==> config.mk <==
export PLATFORM = sky130hd
export DESIGN_NAME = chi_ram
export DESIGN_NICKNAME = d
export VERILOG_FILES = /design/src/chi_ram.sv
export SDC_FILE = /design/constraint.sdc
export NUM_CORES = 1
export LEC_CHECK = 0
export BUFFER_PORTS_ARGS = -buffer_cell sky130_fd_sc_hd__clkbuf_2
export CAP_MARGIN = 20
export CORE_ASPECT_RATIO = 0.6
export CORE_MARGIN = 5
export CORE_UTILIZATION = 30
export CTS_CLUSTER_DIAMETER = 100
export DETAILED_ROUTE_END_ITERATION = 7
export MAX_ROUTING_LAYER = met4
export PLACE_DENSITY = 0.54
export SLEW_MARGIN = 15
export SYNTH_ARGS = -nofsm -noshare
export SYNTH_HDL_FRONTEND = slang
export SYNTH_SLANG_ARGS = --single-unit
==> constraint.sdc <==
create_clock -name clk_i -period 3.9 [get_ports clk_i]
set_input_delay 0.39 -clock clk_i [delete_from_list [all_inputs] [get_ports clk_i]]
set_output_delay 0.39 -clock clk_i [all_outputs]
set_load 0.01 [all_outputs]
==> src/chi_ram.sv <==
`default_nettype none
// ----------------------------------------------------------------------------
// chi_ram
// Generic single write port, single read port RAM with registered read data.
// ----------------------------------------------------------------------------
module chi_ram #(
  parameter int WIDTH = 8,
  parameter int DEPTH = 16
) (
  input  wire logic                     clk_i,
  input  wire logic                     we_i,
  input  wire logic [$clog2(DEPTH)-1:0] waddr_i,
  input  wire logic [WIDTH-1:0]         wdata_i,
  input  wire logic                     re_i,
  input  wire logic [$clog2(DEPTH)-1:0] raddr_i,
  output logic      [WIDTH-1:0]         rdata_o
);

  logic [WIDTH-1:0] mem_q [DEPTH];

  always_ff @(posedge clk_i) begin
    if (we_i) begin
      mem_q[waddr_i] <= wdata_i;
    end
    if (re_i) begin
      rdata_o <= mem_q[raddr_i];
    end
  end

endmodule
`default_nettype wire

==> flow_summary_export.csv <==
group,metric,value,unit
flow_run,maxCapViolCount,0,
place,portBuffers,26,
sta,fin_crit,1.961,ns
place,dpl.hpwl,7348,microns
critical_path,crit_required,4.05,ns
sta,fin_crit_sh,50.28,%
floorplan,chipHeight,112.3,microns
critical_path,ff2ff_path_depth,3,
routing,first_pass_iters,4,
sta,tightest_slew,1.058,ns
routing,wirelength,10880,microns
power,total_power,3.346,mW
power,p_per_area,542.2,nW/um^2
floorplan,rows,37,
clock_network,path_clk_slew,0.06,ns
sta,maxSlewViolCount,0,
sta,hold_violations,0,
grt,grt-ovfl-total,0,
critical_path,cp-start-kind,"input port",
layout,nets,287,
power,clockPowerShare,46.0,%
sta,slew_headroom,29.20,%
layout,fin_area,6172,sq um
synth,ys.warnings.count,0,
power,p_leak,2.009,nW
worst_hold_path,hold_path_class,"input port to flop",
routing,wl_per_cell,21.17,microns
grt,grt_usage,11.62,%
clock_network,cts_buffers,17,
power,ir_worst_vdd,0.0002159,V
clock_network,cts_resized,0,
critical_path,worstSetupEndpointType,"flop",
synth,synth-seq-cells,136,
sta,hold_slack,0.3995,ns
layout,layout_commonest_cell,"edfxtp_1",
clock_network,cts.sinks,136,
layout,antenna_cells,0,
critical_path,criticalPathCategory,"input port to flop",
sta,max_freq,510.0,MHz
routing,vias_per_cell,4.696,
place,place_ws,1.421,ns
grt,first_global_vias,2503,
clock_network,cts_hold_buf,0,
clock_network,h-tree-depth,4,
grt,grt_max_degree,33,
power,power_switching,0.6495,mW
worst_hold_path,hold_depth,1,
synth,synth_cells,229,
grt,grt_pass1_wl,16370,microns
sta,finalSetupViolCount,0,
floorplan,fp.dieArea,20250,sq um
floorplan,ios,27,
place,dpl_cell_area,5604,sq um
clock_network,clk_latency,0.41,ns
sta,skew,0.007924,ns
power,internal_power,2.697,mW
synth,syn_nets,248,
critical_path,cp_max_fo,19,
layout,drive_above_1_share,27.14,%
synth,synth_area,5228,sq um
floorplan,initial_utilization,30.52,%
floorplan,core_area,17130,sq um
synth,syn_avg_cell_area,22.83,sq um
clock_network,post_cts_buffers,0,
routing,drc,0,
sta,finalSetupTns,0,ns
floorplan,die_w,180.4,microns
power,seqPwrFrac,49.6,%
clock_network,cts_tree,"built",
layout,area_delta_synth_final,18.07,%
place,gp_congestion,0.7542,
clock_network,cts-root-buf,"clkbuf_16",
critical_path,cp.arrival,2.11,ns
synth,ys_seq_area_share,78.12,%
routing,drt-initial-drc-count,204,
sta,layout_setup_ws,1.939,ns
routing,ant_nets,0,
synth,yosysUniqueCellTypes,18,
power,combPwrFrac,4.4,%
grt,grt_antenna_before_repair,0,
layout,layout_common_cells,"edfxtp_1, clkbuf_2, mux4_2",
power,sw_frac_of_total,19.41,%
run_status,status,"finished, final reports clean",
routing,vias,2414,
sta,rsz0062_at_grt,"no",
clock_network,clockBufferDepth,2,
-- registers in the layout, indices dropped and copies added, names as in the netlist --
name,cells
rdata_o,8
mem_q,128
-- kinds of logic after synthesis --
family / share of synthesized area, %
compound gates: 2.298
buf+inv: 1.651
flops: 78.12
mux: 14.79
simple gates: 3.136
-- cells in the mapped netlist (all sizes together) --
cell,instances,area (sq um)
a22oi,16,120.1
and2,1,6.260
and2b,1,7.510
buf,7,56.30
clkdlybuf4s25,3,30.03
edfxtp,136,4084
mux4,32,773.2
nand2,9,33.78
nand2b,2,12.51
nand3,1,5.000
nand3b,2,15.01
nor2,13,48.80
nor2b,1,6.260
nor3,4,20.02
or3b,1,8.760
-- worst max-delay path: stages --
cell	delay [ns]
clkbuf_2	0.54
buf_4	0.33
mux4_2	0.56
a22oi_1	0.20
nand2_1	0.07
-- final timing paths --
check                    start          to  slack (ns)
hold / removal            re_i  rdata_o[2]        0.40
hold reg to reg    mem_q[4][0]  rdata_o[0]        0.76
setup reg to reg  mem_q[11][7]  rdata_o[7]        2.43
setup / recovery    raddr_i[0]  rdata_o[3]        1.94
-- power groups by stage --
stage               clock [mW]  combinational [mW]  sequential [mW]
finish                    1.54               0.148             1.66
floorplan                    0              0.0831             1.69
detailed placement           0               0.152             1.69
global placement             0               0.149             1.69
global route              1.66               0.163             1.66
CTS                       1.57               0.152             1.66
-- cell type report --
| class | instances | area, sq um |
|---|---|---|
| clock buffer | 20 | 436.7 |
| clock inverter | 11 | 131.4 |
| fill | 1601 | 10960 |
| multi-input combinational | 83 | 1067 |
| sequential | 136 | 4084 |
| tap | 234 | 292.8 |
| timing repair buffer | 30 | 160.2 |
-- routing by layer --
| metal | up-vias | share of wire [%] | wire (microns) | track usage, % |
|---|---|---|---|---|
| li1 | 1061 | - | - | - |
| met1 | 1264 | 50 | 5449 | 17.48 |
| met2 | 77 | 41 | 4430 | 14.43 |
| met3 | 12 | 8.1 | 883 | 3.951 |
| met4 | 0 | 1.1 | 119 | 3.877 |
| met5 | - | 0 | 0 | - |
-- through the flow --
stage	std cells	utilization, %
2_1_floorplan	229	-
3_3_place_gp	483	32.72
3_5_place_dp	483	32.72
4_1_cts	514	36.03
5_1_grt	514	36.03
6_report	514	36.03
Power figures use the tool's default switching activity.
