<file path="src/chi_pkg.sv">
`default_nettype none
// ----------------------------------------------------------------------------
// chi_pkg
// Shared constants, codes and the node word layout for the chained hash index.
// ----------------------------------------------------------------------------
package chi_pkg;

  localparam int HOME_BUCKETS   = 100;
  localparam int OVERFLOW_DEPTH = 256;
  localparam int KEY_BITS       = 64;

  localparam int KEY_PORT_W = 64;
  localparam int OFF_W      = 15;
  localparam int KIND_W     = 2;
  localparam int STATUS_W   = 2;

  localparam int HB_W   = $clog2(HOME_BUCKETS);
  localparam int PA_W   = $clog2(OVERFLOW_DEPTH);
  localparam int LINK_W = $clog2(OVERFLOW_DEPTH + 1);
  localparam int PROD_W = 16;

  localparam logic [LINK_W-1:0] NIL_LINK = LINK_W'(OVERFLOW_DEPTH);

  // reciprocal for the home bucket reduction, q = (p * HASH_MUL) >> 32
  localparam logic [31:0] HASH_MUL =
    32'(((64'd1 << 32) + 64'(HOME_BUCKETS) - 64'd1) / 64'(HOME_BUCKETS));

  localparam logic [KIND_W-1:0] KIND_INSERT = 2'd0;
  localparam logic [KIND_W-1:0] KIND_LOOKUP = 2'd1;
  localparam logic [KIND_W-1:0] KIND_DELETE = 2'd2;

  localparam logic [STATUS_W-1:0] STATUS_OK   = 2'd0;
  localparam logic [STATUS_W-1:0] STATUS_MISS = 2'd1;
  localparam logic [STATUS_W-1:0] STATUS_FULL = 2'd2;

  typedef struct packed {
    logic                dead;
    logic [KEY_BITS-1:0] key;
    logic [OFF_W-1:0]    offset;
    logic [LINK_W-1:0]   link;
  } node_t;

  localparam int NODE_W = $bits(node_t);

endpackage
`default_nettype wire

</file>
<file path="src/chi_hash.sv">
`default_nettype none
// ----------------------------------------------------------------------------
// chi_hash
// Three-stage home bucket unit: byte product, reciprocal multiply, remainder.
// ----------------------------------------------------------------------------
module chi_hash
  import chi_pkg::*;
(
  input  wire logic            clk_i,
  input  wire logic            rst_ni,
  input  wire logic            start_i,
  input  wire logic [7:0]      b0_i,
  input  wire logic [7:0]      b1_i,
  output logic                 valid_o,
  output logic      [HB_W-1:0] idx_o
);

  logic              vld1_q, vld2_q, vld3_q;
  logic [PROD_W-1:0] prod_q, prod2_q, quot_q;
  logic [PROD_W-1:0] prod_d, quot_d, rem_d;
  logic [47:0]       recip_prod;
  logic [HB_W-1:0]   idx_q;

  assign prod_d     = PROD_W'(b0_i * b1_i);
  assign recip_prod = 48'(prod_q) * 48'(HASH_MUL);
  assign quot_d     = recip_prod[47:32];
  assign rem_d      = prod2_q - PROD_W'(quot_q * HOME_BUCKETS);

  always_ff @(posedge clk_i or negedge rst_ni) begin
    if (!rst_ni) begin
      vld1_q <= 1'b0;
      vld2_q <= 1'b0;
      vld3_q <= 1'b0;
    end else begin
      vld1_q <= start_i;
      vld2_q <= vld1_q;
      vld3_q <= vld2_q;
    end
  end

  always_ff @(posedge clk_i) begin
    prod_q  <= prod_d;
    prod2_q <= prod_q;
    quot_q  <= quot_d;
    idx_q   <= rem_d[HB_W-1:0];
  end

  assign valid_o = vld3_q;
  assign idx_o   = idx_q;

endmodule
`default_nettype wire

</file>
<file path="config.mk">
export PLATFORM = sky130hd
export DESIGN_NAME = chi_hash
export DESIGN_NICKNAME = d
export VERILOG_FILES = /design/src/chi_pkg.sv /design/src/chi_hash.sv
export SDC_FILE = /design/constraint.sdc
export NUM_CORES = 1
export LEC_CHECK = 0
export BUFFER_PORTS_ARGS = -buffer_cell sky130_fd_sc_hd__buf_2
export CAP_MARGIN = 5
export CORE_ASPECT_RATIO = 1.4
export CORE_MARGIN = 2
export CORE_UTILIZATION = 30
export CTS_CLUSTER_DIAMETER = 40
export DETAILED_ROUTE_END_ITERATION = 7
export GPL_ROUTABILITY_DRIVEN = 0
export PLACE_DENSITY_LB_ADDON = 0.2
export SKIP_LAST_GASP = 1
export SYNTH_ARGS = -nofsm -noshare
export SYNTH_HDL_FRONTEND = slang
export SYNTH_SLANG_ARGS = --single-unit
</file>
<file path="constraint.sdc">
create_clock -name clk_i -period 15.5 [get_ports clk_i]
set_clock_uncertainty 0.2 [all_clocks]
set_input_delay 1.55 -clock clk_i [delete_from_list [all_inputs] [get_ports clk_i]]
set_output_delay 1.55 -clock clk_i [all_outputs]
set_load 0.01 [all_outputs]
</file>
==> impl_metrics.json, run 1 <==
{
  "dr.pass1.iters": 4,
  "cp_common_cell": "fa_1",
  "critPathMaxFanout": 10,
  "grt_pass1_vias": 6266,
  "worstPathRequired_ps": 15460,
  "yosys_warnings": 0,
  "syn_inst": 856,
  "post-cts-setup-buffers": 0,
  "initial_utilization": 0.302,
  "cts.hold.buffers_added": 0,
  "std_cell_rows": 73,
  "cts-resized-gates": 0,
  "routed_wl_mm": 20.2,
  "worstSetupPathType": "reg -> reg",
  "cts_buffers": 5,
  "drc_errors": 0,
  "max_cap_viol_count": 0,
  "antenna_found_initial": 0,
  "grt_use_total": 0.146,
  "timing.final.crit_share": 0.394,
  "io_pins": 27,
  "ys_seq_area_frac": 0.0910,
  "port_buffers": 26,
  "fp.coreArea_mm2": 0.0282,
  "slew_headroom": 0.273,
  "endpoint_kind": "register",
  "antenna_left": 0,
  "grt_pass1_wl_mm": 33.3,
  "synth_top_flop_cell": "dfxtp_1",
  "routed-via-count": 5566,
  "cts.path.max_buffers": 2,
  "ys_types": 43,
  "status": "finished, final reports clean",
  "max_stage_delay_ps": 930,
  "critPathTopFamily": "adder cells",
  "avgSynthCellArea_um2": 9.96,
  "crit_chain": "fa_1 > inv_1 > fa_1 > fa_1 > inv_1 > fa_1 > fa_1 > inv_1 > fa_1 > inv_1 > ha_1 > and3_1 > nand3_1 > a2111oi_0 > nor2_1 > xnor2_1",
  "rsz0062_at_grt": "no",
  "tightest_slew_ps": 1060,
  "drive_gt1_frac": 0.0460,
  "hp-class": "reg -> reg",
  "area_delta_synth_final_pct": 9.34,
  "worst_setup_path_start_kind": "register",
  "async_reset_ff_frac": 0.0789,
  "critical_path_arrival_ps": 6070,
  "nNetsFinal": 1249,
  "cts_tree": "yes",
  "finalSetupViolCount": 0,
  "worst-path-buf-inv": 4,
  "post_drt_wl_per_cell_um": 16.0,
  "drv_slew": 0,
  "synth_top_area_share": 0.364,
  "clock_sinks": 38,
  "antennaDiodeCount": 0,
  "fp.dieH_um": 203,
  "dp_hpwl_mm": 18.6,
  "stdcell_count": 1266,
  "clk_pin_slew_worst_paths_ps": 60,
  "synth-seq-cells": 38,
  "synth-edff-count": 0,
  "synth_nets": 1215,
  "netlist_area_mm2": 0.00852,
  "hold_viol": 0,
  "setup-tns-final_ps": 0,
  "drtIter0Drc": 126,
  "yosys-top-cells-area": "fa_1 36%, ha_1 27%, inv_1 11%, dfxtp_1 8.2%, and2_1 2.5%",
  "h-tree-depth": 2,
  "via_per_inst": 4.40,
  "clkLatencyLatePin_ps": 280,
  "synth_area_leader_cell": "fa_1",
  "grt_max_degree": 14,
  "grt.overflow.total": 0,
  "dp_cells": 1258,
  "die_w_um": 146,
  "fmax_mhz": 164,
  "finalCriticalPeriod_ps": 6110,
  "dieArea_mm2": 0.0298,
  "cts-root-buf": "clkbuf_16",
  "slowest_stage": "a2111oi_0"
}
## stage by stage
stage / hold WS, ps / utilization / instance area, um^2 / worst slack, ps
after floorplan: 110 / - / 8520 / 9850
after global placement: 118 / 0.323 / 9130 / 9370
after detailed placement: 115 / 0.323 / 9130 / 9250
after CTS: 130 / 0.330 / 9320 / 9230
after global routing: 143 / 0.330 / 9320 / 8950
final: 126 / 0.330 / 9320 / 9390
## registers in the layout, summed over array words and instances (netlist names)
| register | cells |
|---|---|
| vld2_q | 1 |
| quot_q | 5 |
| prod_q | 16 |
| prod2_q | 7 |
| valid_o | 1 |
| vld1_q | 1 |
| idx_o | 7 |
## Yosys cell counts (3+ instances only)
library cell	number
nor2b_1	5
nand3_1	6
nand2b_1	3
fa_1	155
o21ai_0	11
dfxtp_1	35
nor3_1	5
nand2_1	39
and2_1	34
and3_1	4
a221o_1	3
a211oi_1	3
inv_1	255
o211ai_1	3
xnor2_1	22
dfrtp_1	3
o21a_1	5
ha_1	185
and4_1	3
a21oi_1	18
nor2_1	18
a21o_1	14
## cells by family (layout without fill, tap and decap cells)
group           after synthesis  after routing  synth area share
simple gates                124            124            0.0741
fa+ha+maj                   340            340             0.636
flops                        38             38            0.0910
xor+xnor                     25             25            0.0266
buf+inv                     255            290             0.112
compound gates               74             74            0.0603
## routing by layer
layer | global-route usage | up-vias | part of all wire
li1 | - | 2705 | -
met1 | 0.164 | 2767 | 0.39
met2 | 0.286 | 65 | 0.55
met3 | 0.00716 | 29 | 0.014
met4 | 0.0617 | 0 | 0.046
met5 | 0 | - | 0
## area by class of cell
type / count / area (um^2)
clock buffers: 6 / 150
fillers: 2917 / 18900
multi-input cells: 563 / 6790
repair buffers: 27 / 138
flip-flops and latches: 38 / 776
inverters: 255 / 957
well taps: 375 / 469
clock inverters: 2 / 38.8
## final timing paths
kind	startpoint	to	slack (ps)	cells past startpoint
setup / recovery	prod_q[5]	quot_q[0]	9390	16
hold / removal	prod2_q[0]	idx_o[0]	130	0
setup reg to reg	prod_q[5]	quot_q[0]	9390	16
hold reg to reg	prod2_q[0]	idx_o[0]	130	0
max in group asynchronous	rst_ni	valid_o	14150	1
min in group asynchronous	rst_ni	vld2_q	850	1
## layout by cell type, fill, tap and decap left out, types with 2 or more instances in the layout
master / count
and3_1: 4
buf_2: 26
nand2b_1: 3
nor2b_1: 5
nor3_1: 5
a211oi_1: 3
fa_1: 155
a21o_1: 14
a21oi_1: 18
o211ai_1: 3
dfrtp_1: 3
inv_1: 255
xnor2_1: 22
a221o_1: 3
xor2_1: 2
o21a_1: 5
dfxtp_1: 35
o41ai_1: 2
clkbuf_16: 6
nor2_1: 18
nand2_1: 39
o21ai_0: 11
o31a_1: 2
o21ai_1: 2
or2_2: 2
ha_1: 185
nand3_1: 6
and2_1: 34
o21bai_1: 2
and4_1: 3
Power of run 1 is left out: the tool's default activity adds up to more than one toggle a clock period on the data nets, which glitch-free logic cannot reach.
==> run 2: changes to the inputs <==
==> constraint.sdc (replaced) <==
create_clock -name clk_i -period 5.15 [get_ports clk_i]
set_clock_uncertainty 0.2 [all_clocks]
set_input_delay 0.515 -clock clk_i [delete_from_list [all_inputs] [get_ports clk_i]]
set_output_delay 0.515 -clock clk_i [all_outputs]
set_load 0.01 [all_outputs]
==> run 2 against run 1 <==
The run now ends with negative setup slack left. First-iteration DRC count up 27%. Utilization up 4.1 points. Critical path depth up 2. Count of clock-buffer cells in the layout up 2. Setup slack worse by 9700 ps. Non-clock buffer count up 100. Global-route usage up 0.78 points. Cell count up 7.9%. Maximum frequency up 11%. Critical endpoint is now quot_q[4].
==> impl_metrics.json, run 2 (synthesis gave the netlist of run 1 again) <==
{
  "dp_hpwl_mm": 20.2,
  "wl_met3_um": 360,
  "io_pins": 27,
  "timing.final.crit_share": 1.07,
  "routed_wl_mm": 22.1,
  "worst_slack_ps": -340,
  "finalCriticalPeriod_ps": 5490,
  "dieArea_mm2": 0.0298,
  "via_per_inst": 4.37,
  "grt_max_degree": 13,
  "pre_cts_ws_ps": -473,
  "critical_path_arrival_ps": 5530,
  "endpoint_kind": "register",
  "rsz0062_at_grt": "yes",
  "antenna_found_initial": 0,
  "std_cell_rows": 73,
  "cts-root-buf": "clkbuf_16",
  "clk_pin_slew_worst_paths_ps": 60,
  "violations": "negative setup slack",
  "slowest_stage": "fa_1",
  "worst_setup_path_start_kind": "register",
  "slew_headroom": 0.725,
  "finalSetupViolCount": 5,
  "die_w_um": 146,
  "cts_buffers": 5,
  "routed-via-count": 5967,
  "fmax_mhz": 182,
  "crit_chain": "fa_1 > inv_2 > fa_2 > inv_2 > fa_1 > fa_1 > inv_1 > fa_1 > fa_1 > inv_1 > ha_2 > a21o_1 > a21o_1 > a221oi_2 > o21bai_1 > a221o_1 > or4b_1 > nand3_1",
  "fp.dieH_um": 203,
  "highest_layer": "met4",
  "max_cap_viol_count": 0,
  "wl_met1_mm": 8.24,
  "final_common_cell": "inv_1",
  "hold_viol": 0,
  "max_stage_delay_ps": 550,
  "h-tree-depth": 2,
  "status": "finished, violations left",
  "dp_cells": 1347,
  "mostFrequentLayoutCells": "245 x inv_1, 164 x ha_1, 140 x fa_1",
  "setup-tns-final_ps": -1220,
  "met2WireLength_mm": 12.6,
  "antennaDiodeCount": 0,
  "grt_pass1_vias": 6641,
  "critPathMaxFanout": 4,
  "worstPathRequired_ps": 5190,
  "min-delay-start": "start_i",
  "drive_gt1_frac": 0.215,
  "antenna_left": 0,
  "fp.coreArea_mm2": 0.0282,
  "dr.pass1.iters": 4,
  "cp_common_cell": "fa_1",
  "hp-class": "in -> reg",
  "cts_tree": "yes",
  "post_drt_wl_per_cell_um": 16.2,
  "stdcell_count": 1366,
  "r2r_start": "prod_q[2]",
  "grt.overflow.total": 0,
  "cp-startpoint": "prod_q[2]",
  "tightest_slew_ps": 408,
  "clock_sinks": 38,
  "grt_pass1_wl_mm": 34.8,
  "largest_reg_flops": 16,
  "worstSetupPathType": "reg -> reg",
  "drc_errors": 0,
  "largest_register": "prod_q",
  "port_buffers": 26,
  "drtIter0Drc": 160,
  "grt_use_total": 0.154,
  "area_delta_synth_final_pct": 22.8,
  "hold_slack_ps": 124,
  "nNetsFinal": 1349,
  "initial_utilization": 0.302,
  "clkLatencyLatePin_ps": 290,
  "drv_slew": 0,
  "cts.path.max_buffers": 2
}
==> run 2: cell count changes in the layout (fill, tap and decap cells not counted), moves of 15 or more <==
cell and change:
fa_2 +15, buf_4 +95, ha_4 +17, dfxtp_1 -15, fa_1 -15, ha_1 -21
==> run 2: what timing repair did <==
| action | CTS | global route |
|---|---|---|
| gates resized for setup | 30 | 24 |
| pin swaps | 15 | 24 |
| hold buffers | 1 | 0 |
| hold endpoints to repair | 3 | 0 |
| buffers inserted | 8 | 2 |
| setup endpoints to repair | 5 | 5 |
==> run 2: path summary, 6_finish.rpt <==
kind / end / slack (ps) / cells after the start
min in group asynchronous: vld1_q / 350 / 2
worst max register to register: quot_q[4] / -340 / 18
worst min register to register: idx_o[0] / 120 / 0
worst max-delay path: quot_q[4] / -340 / 18
max in group asynchronous: valid_o / 4300 / 2
worst min-delay path: vld1_q / 120 / 1
==> run 2: layout make-up <==
type	instances	area [um^2]
Timing Repair Buffer	127	932
Sequential cell	38	825
Clock buffer	8	168
Tap cell	375	469
Fill cell	2821	17800
Inverter	255	957
Multi-Input combinational cell	563	7120
==> run 2: metal layers <==
metal / up-vias / track usage
met2: 56 / 0.314
li1: 2912 / -
met3: 35 / 0.0141
met5: - / 0
met1: 2964 / 0.159
met4: 0 / 0.0614
==> run 2: through the flow <==
step	area, um^2	util
2_1_floorplan	8640	-
3_3_place_gp	9940	0.352
3_5_place_dp	9940	0.352
4_1_cts	10300	0.366
5_1_grt	10500	0.371
6_report	10500	0.371
==> run 2: critical path, delay by kind of cell, from the launching register on <==
| kind | cells | cell delay [ps] |
|---|---|---|
| buffers and inverters | 4 | 200 |
| AO/OA/AOI/OAI | 5 | 1090 |
| AND/OR/NAND/NOR | 2 | 560 |
| adder cells (fa/ha/maj) | 7 | 3020 |
| flip-flops | 1 | 370 |
Power of run 2 is left out for the same reason.
==> run 3: changes to the inputs <==
--- a/config.mk
+++ b/config.mk
@@ -7,6 +7,8 @@
 export LEC_CHECK = 0
 export BUFFER_PORTS_ARGS = -buffer_cell sky130_fd_sc_hd__buf_2
 export CAP_MARGIN = 5
+export CELL_PAD_IN_SITES_DETAIL_PLACEMENT = 1
+export CELL_PAD_IN_SITES_GLOBAL_PLACEMENT = 1
 export CORE_ASPECT_RATIO = 1.4
 export CORE_MARGIN = 2
 export CORE_UTILIZATION = 30
==> run 3 against run 2 <==
The run still ends with negative setup slack left. Worst hold slack got worse by 4.0 ps. Critical path type unchanged. Register-to-register slack about the same. Global-route usage increased by 1.5 points. Highest routed layer unchanged.
==> impl_metrics.json, run 3 (synthesis gave the netlist of run 1 again) <==
{
  "clock_sinks": 38,
  "antennaDiodeCount": 0,
  "antenna_left": 0,
  "crit_chain": "fa_1 > buf_6 > inv_2 > fa_1 > fa_1 > inv_1 > fa_1 > fa_1 > inv_1 > fa_1 > inv_2 > ha_4 > a21o_1 > a221oi_2 > o21bai_1 > a221o_1 > or4b_1 > nand3_1",
  "finalCriticalPeriod_ps": 5490,
  "post_drt_wl_per_cell_um": 16.8,
  "routed-via-count": 6116,
  "largest_register": "prod_q",
  "critical_path_arrival_ps": 5520,
  "drc_errors": 0,
  "rsz0062_at_grt": "yes",
  "violations": "negative setup slack",
  "drive_gt1_frac": 0.214,
  "fp.dieH_um": 203,
  "max_cap_viol_count": 0,
  "worst-path-buf-inv": 5,
  "grt_pass1_vias": 7192,
  "drv_slew": 0,
  "cts-root-buf": "clkbuf_16",
  "grt.overflow.total": 0,
  "nNetsFinal": 1365,
  "status": "finished, violations left",
  "largest_reg_flops": 16,
  "via_per_inst": 4.43,
  "dieArea_mm2": 0.0298,
  "worstPathRequired_ps": 5190,
  "tightest_slew_ps": 446,
  "slowest_stage": "fa_1",
  "pre_cts_ws_ps": -519,
  "antenna_found_initial": 0,
  "routed_wl_mm": 23.3,
  "dr.pass1.iters": 4,
  "worst_setup_path_start_kind": "register",
  "worst_slack_ps": -337,
  "endpoint_kind": "register",
  "initial_utilization": 0.302,
  "grt_use_total": 0.169,
  "grt_pass1_wl_mm": 38.3,
  "cts.path.max_buffers": 2,
  "critPathMaxFanout": 5,
  "finalSetupViolCount": 5,
  "grt_max_degree": 14,
  "cts_buffers": 5,
  "cts_tree": "yes",
  "cp_common_cell": "fa_1",
  "mostFrequentLayoutCells": "248 x inv_1, 173 x ha_1, 142 x fa_1",
  "final_common_cell": "inv_1",
  "hold_slack_ps": 120,
  "clkLatencyLatePin_ps": 290,
  "hp-class": "in -> reg",
  "dp_hpwl_mm": 21.7,
  "critPathTopFamily": "adder cells",
  "std_cell_rows": 73,
  "drtIter0Drc": 92,
  "clk_pin_slew_worst_paths_ps": 70,
  "hold_viol": 0,
  "slew_headroom": 0.702,
  "h-tree-depth": 2,
  "fmax_mhz": 182,
  "fp.coreArea_mm2": 0.0282,
  "timing.final.crit_share": 1.07,
  "area_delta_synth_final_pct": 23.0,
  "die_w_um": 146,
  "port_buffers": 26,
  "max_stage_delay_ps": 570,
  "worstSetupPathType": "reg -> reg",
  "io_pins": 27
}
run 3: cell count changes in the layout (fill, tap and decap cells not counted), moves of 3 or more:
cell	before	now
buf_4	96	111
inv_2	10	7
ha_4	17	9
inv_1	245	248
ha_1	164	173
run 3: timing repair:
item / in CTS / in global routing
setup endpoints to repair: 5 / 5
pin swaps: 20 / 17
resized for setup: 25 / 15
buffers inserted: 7 / 3
hold buffers: 1 / 0
endpoints found under the hold margin: 3 / 0
run 3: worst register-to-register path, delay by kind of cell (launching register included):
family                   cells  cell delay [ps]
flip-flops                   1              370
AND/OR/NAND/NOR              2              530
buffers and inverters        5              300
adder cells (fa/ha/maj)      7             3190
AO/OA/AOI/OAI                4              830
run 3: final cells by class:
cell class                 instances  area [um^2]
clock buffer                       6          150
clock inverter                     2         38.8
fill                            3204        17700
inverter                         255          957
multi-input combinational        563         7010
sequential                        38          818
tap                              375          469
timing repair buffer             143         1050
run 3: final timing paths:
kind	from	to	slack, ps	depth (start not counted)
worst max-delay path	prod_q[5]	quot_q[4]	-340	18
worst min-delay path	start_i	vld1_q	120	1
worst max register to register	prod_q[5]	quot_q[4]	-340	18
worst min register to register	prod2_q[1]	idx_o[1]	130	0
max in group asynchronous	rst_ni	valid_o	4310	2
min in group asynchronous	rst_ni	vld1_q	340	2
run 3: metal layers:
layer,part of all wire,GRT usage
met4,0.032,0.0524
met1,0.36,0.174
met2,0.59,0.353
met5,0,0
met3,0.016,0.0132
run 3: metrics by stage:
step                       util  setup TNS [ps]  std cells  instance area (um^2)
after floorplan               -            -260        856                  8640
after global placement    0.356           -1800       1363                 10100
after detailed placement  0.356           -2060       1363                 10100
after CTS                 0.369           -1480       1379                 10400
after global routing      0.372           -2240       1382                 10500
final                     0.372           -1250       1382                 10500
Power of run 3 is left out for the same reason.
